**src/hdl/smtee_pkg.sv**
```systemverilog
// shared types and constants for the sorted timer expiry engine
package smtee_pkg;

    localparam int          SLOT_W   = 6;
    localparam int          MAX_OUT  = 32;
    localparam logic [31:0] DL_NEVER = 32'hffff_ffff;

    typedef enum logic [2:0] {
        FN_ALLOC = 3'd0,
        FN_FREE  = 3'd1,
        FN_BIND  = 3'd2,
        FN_ARM   = 3'd3,
        FN_TICK  = 3'd4
    } t_func;

    typedef enum logic [1:0] {
        KD_GRANT   = 2'd0,
        KD_NONE    = 2'd1,
        KD_EXPIRED = 2'd2
    } t_kind;

    typedef enum logic [1:0] {
        ST_FREE  = 2'd0,
        ST_ALLOC = 2'd1,
        ST_ARMED = 2'd2
    } t_status;

    typedef enum logic [2:0] {
        S_IDLE,
        S_SCAN,
        S_CHK,
        S_BUBBLE,
        S_PLACE,
        S_TREAD,
        S_EMIT,
        S_OUT
    } t_state;

    typedef enum logic [2:0] {
        CELL_HOLD,
        CELL_INSERT,
        CELL_MARK,
        CELL_BUBBLE,
        CELL_POP
    } t_cell_op;

    typedef struct packed {
        logic              valid;
        logic              del;
        logic [SLOT_W-1:0] slot;
        logic [31:0]       dl;
    } t_entry;

    typedef struct packed {
        t_cell_op          op;
        logic [SLOT_W-1:0] slot;
        logic [31:0]       dl;
    } t_cell_ctrl;

    localparam t_entry ENTRY_EMPTY = '{valid: 1'b0, del: 1'b0, slot: '0, dl: DL_NEVER};

endpackage

```
**src/hdl/smtee_cell.sv**
```systemverilog
// one cell of the deadline-ordered chain of armed timers
module smtee_cell
    import smtee_pkg::*;
(
    input  logic       i_clk,
    input  logic       i_rst_n,
    input  t_cell_ctrl i_ctrl,
    input  t_entry     i_left,
    input  logic       i_left_ge,
    input  t_entry     i_right,
    output t_entry     o_entry,
    output logic       o_ge
);

    t_entry r_entry;
    t_entry n_entry;

    // new deadline goes before this cell
    assign o_ge    = !r_entry.valid || (i_ctrl.dl <= r_entry.dl);
    assign o_entry = r_entry;

    always_comb begin
        n_entry = r_entry;
        unique case (i_ctrl.op)
            CELL_INSERT: begin
                if (o_ge) begin
                    if (i_left_ge) begin
                        n_entry = i_left;
                    end else begin
                        n_entry.valid = 1'b1;
                        n_entry.del   = 1'b0;
                        n_entry.slot  = i_ctrl.slot;
                        n_entry.dl    = i_ctrl.dl;
                    end
                end
            end
            CELL_MARK: begin
                n_entry.del = r_entry.valid && (r_entry.slot == i_ctrl.slot);
                if (n_entry.del) begin
                    n_entry.valid = 1'b0;
                end
            end
            CELL_BUBBLE: begin
                if (r_entry.del) begin
                    n_entry = i_right;
                end else if (i_left.del) begin
                    n_entry = i_left;
                end
            end
            CELL_POP: begin
                n_entry = i_right;
            end
            default: begin
                n_entry = r_entry;
            end
        endcase
    end

    always_ff @(posedge i_clk) begin
        if (!i_rst_n) begin
            r_entry.valid <= 1'b0;
            r_entry.del   <= 1'b0;
            r_entry.slot  <= '0;
            r_entry.dl    <= DL_NEVER;
        end else begin
            r_entry <= n_entry;
        end
    end

endmodule

```
**config.mk**
```make
export PLATFORM = sky130hd
export DESIGN_NAME = smtee_cell
export DESIGN_NICKNAME = d
export VERILOG_FILES = /design/src/hdl/smtee_pkg.sv /design/src/hdl/smtee_cell.sv
export SDC_FILE = /design/constraint.sdc
export NUM_CORES = 1
export LEC_CHECK = 0
export BUFFER_PORTS_ARGS = -buffer_cell sky130_fd_sc_hd__buf_2
export CORE_ASPECT_RATIO = 1.5
export CORE_MARGIN = 3
export CORE_UTILIZATION = 45
export DETAILED_ROUTE_END_ITERATION = 10
export PLACE_DENSITY = 0.79
export SLEW_MARGIN = 40
export SYNTH_ARGS = -nofsm -noshare
export SYNTH_HDL_FRONTEND = slang
export SYNTH_SLANG_ARGS = --single-unit
export TNS_END_PERCENT = 50
```
**constraint.sdc**
```tcl
create_clock -name i_clk -period 4.3 [get_ports i_clk]
set_input_delay 0.86 -clock i_clk [delete_from_list [all_inputs] [get_ports i_clk]]
set_output_delay 0.86 -clock i_clk [all_outputs]
set_load 0.02 [all_outputs]
```
* After elaboration in Yosys (flattened, before gate mapping) *
Index checks and enable logic that the tools add are counted.

storage, ports and cells
  output and inout bits = 41
  logic and storage cells = 28
  bits in registers = 40
  input bits = 124

operators by class
  mux-type cells = 7
  reduce and logical (&&, ||, !) cells = 8
  equal/unequal tests = 8
  $lt $le $gt $ge = 1

operators with widths
  cell                                                             number
  40-bit two-way mux                                               4
  38-bit one-hot mux with 3 select lines                           1
  32-bit <= comparator                                             1
  2-bit one-hot mux with 4 select lines                            1
  3-bit by 2-bit == test with 1-bit output, second input constant  2
  6-bit == test                                                    1
  2-bit inequality test, second input constant                     2
  4-bit AND reduction                                              1
  4-bit nonzero test                                               1
  3-bit by 1-bit == test with 1-bit output, second input constant  1
  3-bit == test, second input constant                             1
  3-bit inequality test, second input constant                     1
  3-bit AND reduction                                              1
  3-bit nonzero test                                               1
  2-bit AND reduction                                              1
  1-bit logical AND                                                1
  1-bit zero test                                                  1
  1-bit logical OR                                                 1
  1-bit two-way mux                                                1

* Logic depth before layout (Yosys ltp) *
Gate-level depths: netlist of the first run.

  word-level depth = 4
  depth in mapped cells = 11
  gate-level depth less buffers = 9

* Worst setup path after synthesis of the first run *
Ideal clock, no wire load.

  path kind = in2out
  start point = input port i_ctrl[30] in the netlist's numbering
  end point = output port o_ge
  data required time = 3440 ps
  arrival = 2435 ps
  cell stages on the path = 6
  setup slack = 1005 ps
  buffers on the path = 0
  cell sequence = ha_1 nand4_1 or4_1 o21ai_0 a311o_1 and2_1

on the way
  word-level cells in the longest chain between the ends = 2

RTL lines
  item                  RTL line          RTL
  start: declaration    smtee_cell.sv:7   input t_cell_ctrl i_ctrl,
  32-bit <= comparator  smtee_cell.sv:19  assign o_ge = !r_entry.valid || (i_ctrl.dl <= r_entry.dl);
  1-bit logical OR      smtee_cell.sv:19
  end: declaration      smtee_cell.sv:12  output logic o_ge

Every way passes these cells.

* Worst setup path after layout of the first run *
Same ends and word-level chain as after synthesis.

==> run_results.csv, run 1 <==
group,metric,value,unit
power_and_ir_drop,power_leakage,2.34,nW
detailed_routing,routed-wl-met3,508,um
global_routing,grt_pass1_wl,16100,um
floorplan,chipHeight,111,um
setup_path,critPathKind,"in2out",
placement,io_buffers,164,
global_routing,grt_start_max_net_pins,50,
hold_path,worstHoldPathType,"reg2reg",
sta,fin_setup_tns,0,ps
setup_path,arrival,2920,ps
floorplan,initial_core_util,47.2,%
detailed_routing,wl,9870,um
global_routing,antenna_found_initial,0,
setup_path,path_cells,"buf_2 -> ha_1 -> nand4_1 -> or4_1 -> o21ai_0 -> a311o_1 -> and2_1 -> buf_2",
sta,slew_viol_final,0,
detailed_routing,top_layer_used,"met4",
sta,hold_viol,0,
finish,antenna_cells,0,
global_routing,track_usage,23.0,%
yosys,synth_fp_nets,576,
cts,cts.sinks,40,
cts,cts_buffers,5,
finish,stdcell_count,666,
power_and_ir_drop,ir_drop,0.139,mV
yosys,synth_edf_count,0,
outcome,status,"completed",
setup_path,cpPeakStageDelay,590,ps
sta,fmax,265,MHz
sta,skew,5.29,ps
detailed_routing,drt-initial-drc-count,221,
cts,cts_root_buf,"clkbuf_8",
yosys,yosysWarnings,0,
yosys,synth-seq-area-share,24.3,%
yosys,async_flop_share,0,%
cts,hold_buffers,0,
setup_path,slowest_stage,"or4_1",
sta,relSlewSlack,46.8,%
placement,placed_cells,658,
yosys,syn_area,3300,um^2
job,cap_violations,0,
sta,min_period_over_period,87.8,%
yosys,avgSynthCellArea,7.86,um^2
setup_path,worst_path_most_repeated_cell,"buf_2",
floorplan,dieArea,8420,um^2
placement,hpwl,7690,um
finish,largest_reg_flops,40,
detailed_routing,viasPerCell,5.43,
setup_path,crit_fanout,4,
sta,setup_viol,0,
floorplan,fp.dieW,75.9,um
global_routing,grt.overflow.total,0,
floorplan,rows,37,
detailed_routing,drc,0,
setup_path,cp-end-kind,"primary output",
yosys,synthCells,420,
yosys,ys_ff_latch,40,
cts,tritoncts,"yes",
detailed_routing,met1_length,3740,um
detailed_routing,postRouteAntennaNets,0,
sta,rsz0062_at_grt,"no",
setup_path,start_kind,"input port",
finish,layout-drive-gt1-share,32.0,%
finish,finalNetCount,724,
cts,clk_pin_slew,80,ps
floorplan,ios,165,
detailed_routing,wl_per_cell,14.8,um
finish,area_growth,29.7,%
detailed_routing,wl_met2,5480,um
detailed_routing,drtPass1Iterations,5,
yosys,synth_cell_type_count,39,
cts,htree_levels,2,
floorplan,core_area,6990,um^2
setup_path,worst_ep_required_time,3440,ps
yosys,ys.flop_type,"dfxtp_1",
detailed_routing,vias,3615,
power_and_ir_drop,power_density,257,nW/um^2
placement,gp_congestion,0.810,
sta,worst_pin_slew,795,ps
global_routing,grt_pass1_vias,3547,
cts,clock_path_buffers,2,
cts,post_cts_buffers,0,
cts,postCtsResizedCells,0,
cts,clk_latency,290,ps
sta,post-route-min-period,3780,ps
## through the flow
step	power [mW]	cell area (um^2)	setup slack, ps	util, %	hold slack [ps]
after floorplan	0.691	3300	1010	-	553
after detailed placement	0.846	4180	539	59.8	486
after CTS	1.11	4270	538	61.1	498
after global placement	0.830	4170	661	59.7	471
final	1.10	4280	524	61.2	496
after global routing	1.18	4280	408	61.2	531
## power by group
| part | switching (mW) | internal (mW) | leakage, nW | total, mW |
|---|---|---|---|---|
| registers | 0.0282 | 0.405 | 0.330 | 0.433 |
| clock network | 0.135 | 0.128 | 0.0510 | 0.263 |
| logic | 0.230 | 0.175 | 1.96 | 0.404 |
## logic make-up after synthesis
| kind of cell | after synthesis | share of synthesized area [%] |
|---|---|---|
| simple gates | 157 | 22.9 |
| compound gates | 83 | 18.9 |
| buf+inv | 61 | 7.77 |
| mux | 41 | 12.5 |
| flops | 40 | 24.3 |
| fa+ha+maj | 32 | 12.1 |
| xor+xnor | 6 | 1.59 |
## metal layers
metal	track usage (%)	vias to the layer above
met2	45.1	116
li1	-	1790
met5	0	-
met3	3.66	11
met4	7.13	0
met1	24.6	1698
## Yosys cell counts (2+ instances only)
library cell	number	area, um^2
nor2_1	8	30.0
nand4_1	9	56.3
a222oi_1	6	60.1
buf_1	2	7.51
a221oi_1	34	298
a31o_2	2	17.5
dfxtp_1	40	801
a211oi_1	2	15.0
or4_1	2	15.0
buf_6	3	33.8
nand2_1	81	304
a21oi_1	20	100
xnor2_1	2	17.5
mux2i_1	40	400
inv_1	33	124
nor2b_1	35	219
ha_1	32	400
xor2_1	4	35.0
o21ai_0	8	40.0
nor3_1	5	25.0
nand2b_1	13	81.3
clkbuf_1	21	78.8
nand3_1	2	10.0
## final timing paths
kind | startpoint | to | slack (ps) | cells past startpoint
setup reg to reg | o_entry[30] | o_entry[13] | 1420 | 9
setup / recovery | i_ctrl[30] | o_ge | 520 | 8
hold / removal | o_entry[37] | o_entry[37] | 500 | 2
hold reg to reg | o_entry[37] | o_entry[37] | 500 | 2
## final cells by class
type                    count  area, um^2
clock buffers               6        82.6
clock inverters             2        10.0
fillers                   651        2710
inverters                  33         124
multi-input cells         319        2280
flip-flops and latches     40         801
well taps                  97         121
repair buffers            169         858
## worst max-delay path, delay by kind of cell
family | cells | cell delay, ps
AND/OR/NAND/NOR | 3 | 960
buffers and inverters | 2 | 300
adder cells (fa/ha/maj) | 1 | 310
AO/OA/AOI/OAI | 2 | 490
## placed cells by master (no fill, tap or decap), types with 2 or more instances in the layout
master and instances:
a221oi_1 34, nand2_1 81, clkbuf_8 6, buf_2 164, nand3_1 2, o21ai_0 8, xnor2_1 2, xor2_1 4
or4_1 2, buf_4 5, nand2b_1 13, inv_1 33, nor2_1 8, nor2b_1 35, a21oi_1 20, clkinv_2 2
nand4_1 9, dfxtp_1 40, ha_1 32, mux2i_1 40, nor3_1 4, a222oi_1 6
(Power assumes the default switching activity.)
==> run 2, diff against run 1 <==
--- a/config.mk
+++ b/config.mk
@@ -8,9 +8,9 @@
 export BUFFER_PORTS_ARGS = -buffer_cell sky130_fd_sc_hd__buf_2
 export CORE_ASPECT_RATIO = 1.5
 export CORE_MARGIN = 3
-export CORE_UTILIZATION = 45
+export CORE_UTILIZATION = 49
 export DETAILED_ROUTE_END_ITERATION = 10
-export PLACE_DENSITY = 0.79
+export PLACE_DENSITY = 0.85
 export SLEW_MARGIN = 40
 export SYNTH_ARGS = -nofsm -noshare
 export SYNTH_HDL_FRONTEND = slang
==> run 2 against run 1 <==
Net effect:
- critical path depth unchanged
- wire length decreased by 2.6%
- design area down 0.67%
- clock-buffer cell count grew 2
- combinational power about the same
- setup slack better by 53 ps
- power is essentially flat
- maximum frequency increased by 1.4%
==> run_results.csv, run 2 (same netlist as run 1, synthesis figures left out) <==
group,metric,value,unit
floorplan,chipHeight,107,um
sta,fin_ws,577,ps
sta,fmax,269,MHz
power_and_ir_drop,ir_drop,0.149,mV
hold_path,worstHoldPathType,"reg2reg",
setup_path,cp-end-kind,"primary output",
cts,clock_path_buffers,2,
global_routing,grt_start_max_net_pins,46,
detailed_routing,postRouteAntennaNets,0,
floorplan,dieArea,7780,um^2
setup_path,path_cells,"buf_2 -> ha_1 -> nand4_1 -> or4_1 -> o21ai_0 -> a311o_1 -> and2_1 -> buf_2",
detailed_routing,viasPerCell,5.61,
finish,antenna_cells,0,
finish,largest_reg_flops,40,
placement,dp_slack,568,ps
cts,postCtsResizedCells,0,
sta,rsz0062_at_grt,"no",
cts,hold_buffers,0,
cts,clk_latency,290,ps
setup_path,r2r-end,"o_entry[28]",
setup_path,worst_ep_required_time,3440,ps
finish,finalNetCount,724,
detailed_routing,wl_per_cell,14.9,um
detailed_routing,wl,9610,um
setup_path,crit_family,"simple AND/OR/NAND/NOR gates",
cts,tritoncts,"yes",
setup_path,critPathBufInv,2,
setup_path,crit_fanout,4,
sta,skew,5.21,ps
cts,cts_root_buf,"clkbuf_8",
power_and_ir_drop,power_density,259,nW/um^2
outcome,status,"completed",
placement,gp_congestion,0.796,
cts,htree_levels,2,
setup_path,critPathKind,"in2out",
global_routing,grt_pass1_vias,3559,
sta,post-route-min-period,3720,ps
setup_path,cpPeakStageDelay,580,ps
global_routing,grt.overflow.total,0,
global_routing,antenna_found_initial,0,
sta,worst_pin_slew,632,ps
sta,hold_viol,0,
placement,hpwl,7510,um
finish,nFillCells,580,
setup_path,arrival,2860,ps
cts,cts.sinks,40,
setup_path,setup.worst_path.start,"i_ctrl[30]",
placement,io_buffers,164,
detailed_routing,drt-initial-drc-count,170,
detailed_routing,vias,3621,
setup_path,slowest_stage,"or4_1",
setup_path,cp.depth,8,
setup_path,reg2reg_slack,1450,ps
setup_path,critical_path.endpoint,"o_ge",
setup_path,worst_path_most_repeated_cell,"buf_2",
cts,post_cts_buffers,0,
floorplan,rows,36,
sta,min_period_over_period,86.6,%
floorplan,fp.dieW,73.0,um
sta,relSlewSlack,57.7,%
finish,area_growth,28.8,%
global_routing,grt_pass1_wl,15300,um
finish,layout-drive-gt1-share,31.6,%
sta,fin_setup_tns,0,ps
global_routing,track_usage,24.1,%
detailed_routing,drtPass1Iterations,4,
cts,clk_pin_slew,80,ps
setup_path,start_kind,"input port",
sta,slew_viol_final,0,
finish,layout_commonest_cell,"buf_2",
floorplan,initial_core_util,50.5,%
floorplan,core_area,6530,um^2
floorplan,ios,165,
finish,final_cell_mix,"164 x buf_2, 81 x nand2_1, 40 x mux2i_1, 40 x dfxtp_1, 35 x nor2b_1",
setup_path,r2r_start,"o_entry[30]",
cts,cts_buffers,5,
sta,setup_viol,0,
job,cap_violations,0,
setup_path,ff2ff_path_depth,9,
detailed_routing,drc,0,
power_and_ir_drop,power_leakage,2.34,nW
[run 2: cell count changes in the layout (fill, tap and decap cells not counted), sizes merged]
cell / before / now
clkbuf: 6 / 8
clkinv: 2 / 0
[run 2: per-stage QoR]
stage | instance area (um^2) | utilization, % | power (mW) | instances | hold slack [ps]
floorplan | 3300 | - | 0.691 | 420 | 553
global placement | 4150 | 63.5 | 0.827 | 637 | 468
detailed placement | 4150 | 63.6 | 0.844 | 637 | 480
CTS | 4240 | 65.0 | 1.10 | 645 | 492
global route | 4250 | 65.1 | 1.17 | 645 | 523
finish | 4250 | 65.1 | 1.10 | 645 | 488
[run 2: worst min path at each step]
stage                  end  cells after the start  slack [ps]   startpoint
5_1_grt        o_entry[37]                      2         520  o_entry[37]
3_5_place_dp   o_entry[37]                      2         480  o_entry[37]
3_3_place_gp   o_entry[35]                      2         470  o_entry[35]
2_1_floorplan  o_entry[39]                      2         550  o_entry[39]
4_1_cts        o_entry[37]                      2         490  o_entry[37]
6_report       o_entry[37]                      2         490  o_entry[37]
[run 2: metal layers]
layer / vias to the layer above / part of all wire (%) / GRT usage (%)
met2: 125 / 56 / 46.3
met4: 0 / 2.2 / 8.05
met5: - / 0 / 0
met3: 18 / 5.3 / 2.84
met1: 1689 / 37 / 26.0
li1: 1789 / - / -
[run 2: power by group]
part | total [mW] | switching, mW | internal (mW) | leakage, nW
registers | 0.432 | 0.0271 | 0.405 | 0.330
logic | 0.404 | 0.229 | 0.175 | 1.96
clock network | 0.263 | 0.132 | 0.131 | 0.0455
total | 1.10 | 0.389 | 0.711 | 2.34
[run 2: layout make-up]
cell class | instances | area, um^2 | area share [%]
flip-flops and latches | 40 | 801 | 18.8
multi-input cells | 319 | 2280 | 53.7
clock buffers | 8 | 90.1 | 2.12
well taps | 76 | 95.1 | 2.24
repair buffers | 169 | 858 | 20.2
inverters | 33 | 124 | 2.91
[run 2: worst register-to-register path, stage by stage (launching register included)]
cell,delay (ps)
dfxtp_1,350
inv_1,50
ha_1,300
nand4_1,180
or4_1,580
a311o_1,310
a21o_1,220
a21oi_4,130
buf_4,380
mux2i_1,270
==> run 3, diff against run 2 <==
==> constraint.sdc (replaced) <==
create_clock -name i_clk -period 4.3 [get_ports i_clk]
set_input_delay 1.29 -clock i_clk [delete_from_list [all_inputs] [get_ports i_clk]]
set_output_delay 1.29 -clock i_clk [all_outputs]
set_load 0.02 [all_outputs]
==> run 3 against run 2 <==
Net effect:
- power grew 7.8%
- sequential power about the same
- core utilization grew 9.3 points
- critical endpoint unchanged
- largest power group is now combinational cells
- highest routed layer unchanged
==> run_results.csv, run 3 (same netlist as run 1, synthesis figures left out) <==
group,metric,value,unit
outcome,status,"completed",
job,cap_violations,0,
global_routing,grt_pass1_wl,15800,um
setup_path,path_cells,"buf_2 -> ha_4 -> nand4_1 -> or4_4 -> a311o_1 -> and2_4 -> buf_6",
hold_path,timing.hold.worst_path_depth,2,
placement,dp_slack,-209,ps
placement,gp_congestion,0.872,
power_and_ir_drop,switchingPower,0.419,mW
detailed_routing,wl_per_cell,15.9,um
hold_path,min_from,"o_entry[37]",
setup_path,critPathKind,"in2out",
cts,cts_root_buf,"clkbuf_8",
power_and_ir_drop,pwr-share-clk,22.4,%
finish,stdcell_count,671,
global_routing,grt.overflow.total,0,
cts,clock_path_buffers,2,
sta,hold_viol,0,
floorplan,initial_core_util,50.5,%
hold_path,min_to,"o_entry[37]",
sta,post-route-min-period,4280,ps
floorplan,ios,165,
finish,layout_commonest_cell,"buf_2",
sta,fin_setup_tns,0,ps
hold_path,worstHoldPathType,"reg2reg",
finish,final_cell_mix,"146 x buf_2, 81 x nand2_1, 40 x mux2i_1, 40 x dfxtp_1, 35 x nor2b_1",
setup_path,worst_ep_required_time,3010,ps
setup_path,cpPeakStageDelay,550,ps
sta,worst_pin_slew,728,ps
power_and_ir_drop,power_density,244,nW/um^2
cts,htree_levels,2,
setup_path,arrival,2990,ps
floorplan,fp.dieW,73.0,um
setup_path,start_kind,"input port",
power_and_ir_drop,p_int,0.766,mW
placement,placed_cells,658,
cts,tritoncts,"yes",
sta,min_period_over_period,99.5,%
global_routing,track_usage,25.0,%
detailed_routing,viasPerCell,5.70,
setup_path,cp-end-kind,"primary output",
sta,fmax,234,MHz
cts,cts.sinks,40,
floorplan,core_area,6530,um^2
power_and_ir_drop,power_leakage,2.48,nW
power_and_ir_drop,ir_drop,0.147,mV
sta,relSlewSlack,51.2,%
placement,io_buffers,164,
power_and_ir_drop,swShare,35.4,%
detailed_routing,drtPass1Iterations,4,
setup_path,reg2reg_slack,1460,ps
power_and_ir_drop,power_frac_comb,41.0,%
power_and_ir_drop,p_total,1.19,mW
cts,cts_buffers,5,
global_routing,antenna_found_initial,0,
floorplan,dieArea,7780,um^2
detailed_routing,vias,3827,
placement,dpl-instance-area,4320,um^2
setup_path,r2r-end,"o_entry[29]",
detailed_routing,drt-initial-drc-count,199,
setup_path,r2r_start,"o_entry[14]",
setup_path,ff2ff_path_depth,11,
sta,skew,3.65,ps
cts,clk_pin_slew,80,ps
sta,fin_ws,22.7,ps
detailed_routing,postRouteAntennaNets,0,
setup_path,slowest_stage,"or4_4",
setup_path,crit_fanout,2,
floorplan,chipHeight,107,um
finish,antenna_cells,0,
global_routing,grt_pass1_vias,3703,
placement,hpwl,7890,um
floorplan,rows,36,
detailed_routing,wl,10600,um
finish,layout-drive-gt1-share,39.5,%
cts,clk_latency,290,ps
power_and_ir_drop,p_seq_share,36.6,%
finish,finalNetCount,750,
global_routing,grt_start_max_net_pins,71,
detailed_routing,drc,0,
finish,largest_reg_flops,40,
finish,area_growth,47.2,%
finish,final_area,4860,um^2
sta,slew_viol_final,0,
sta,setup_viol,0,
==> run 3: cell types whose count changed in the layout (fill, tap and decap cells not counted), sizes merged <==
cell / previous run / this run
buf: 169 / 195
==> run 3: critical path, delay by kind of cell <==
family                     cells  cell delay, ps
AOI/OAI and AO/OA              1             320
adders and majority gates      1             260
buffers and inverters          2             250
and+or+nand+nor                3             850
==> run 3: layout make-up <==
type / instances / area [um^2]
clock buffer: 8 / 90.1
timing repair buffer: 195 / 1170
sequential: 40 / 801
fill: 497 / 1670
multi-input combinational: 319 / 2570
tap: 76 / 95.1
inverter: 33 / 124
==> run 3: layer usage <==
layer  GRT usage, %  part of all wire, %  vias up  wire length [um]
met5              0                    0        -                 0
met4           10.2                  2.0        0               212
met3           2.84                  5.2       22               550
met2           47.9                   57      145              6060
met1           26.5                   36     1812              3830
li1               -                    -     1848                 -
==> run 3: worst max-delay path by stage <==
| stage | to | depth (start not counted) | start | slack, ps |
|---|---|---|---|---|
| floorplan | o_ge | 6 | i_ctrl[30] | 150 |
| global placement | o_ge | 8 | i_ctrl[30] | -130 |
| detailed placement | o_ge | 8 | i_ctrl[23] | -210 |
| CTS | o_ge | 7 | i_ctrl[18] | 1 |
| global route | o_ge | 8 | i_ctrl[26] | -2 |
| finish | o_ge | 7 | i_ctrl[26] | 20 |
==> run 3: power groups by stage <==
| stage | Sequential (mW) | Combinational, mW | Clock, mW |
|---|---|---|---|
| 2_1_floorplan | 0.479 | 0.212 | 0 |
| 3_3_place_gp | 0.439 | 0.414 | 0 |
| 3_5_place_dp | 0.441 | 0.428 | 0 |
| 4_1_cts | 0.432 | 0.444 | 0.272 |
| 5_1_grt | 0.438 | 0.532 | 0.282 |
| 6_report | 0.433 | 0.486 | 0.266 |
==> run 3: metrics by stage <==
| stage | hold slack (ps) | util [%] |
|---|---|---|
| 2_1_floorplan | 553 | - |
| 3_3_place_gp | 470 | 66.1 |
| 3_5_place_dp | 483 | 66.1 |
| 4_1_cts | 494 | 69.4 |
| 5_1_grt | 521 | 74.4 |
| 6_report | 491 | 74.4 |
==> run 3: what timing repair did <==
item                                   4_1_cts  5_1_grt
buffers inserted                             3        2
hold buffers                                 0        0
pin swaps                                    7       29
endpoints found under the hold margin        0        0
cloned                                       0        0
resized for setup                           13       50
setup endpoints to repair                    1        1
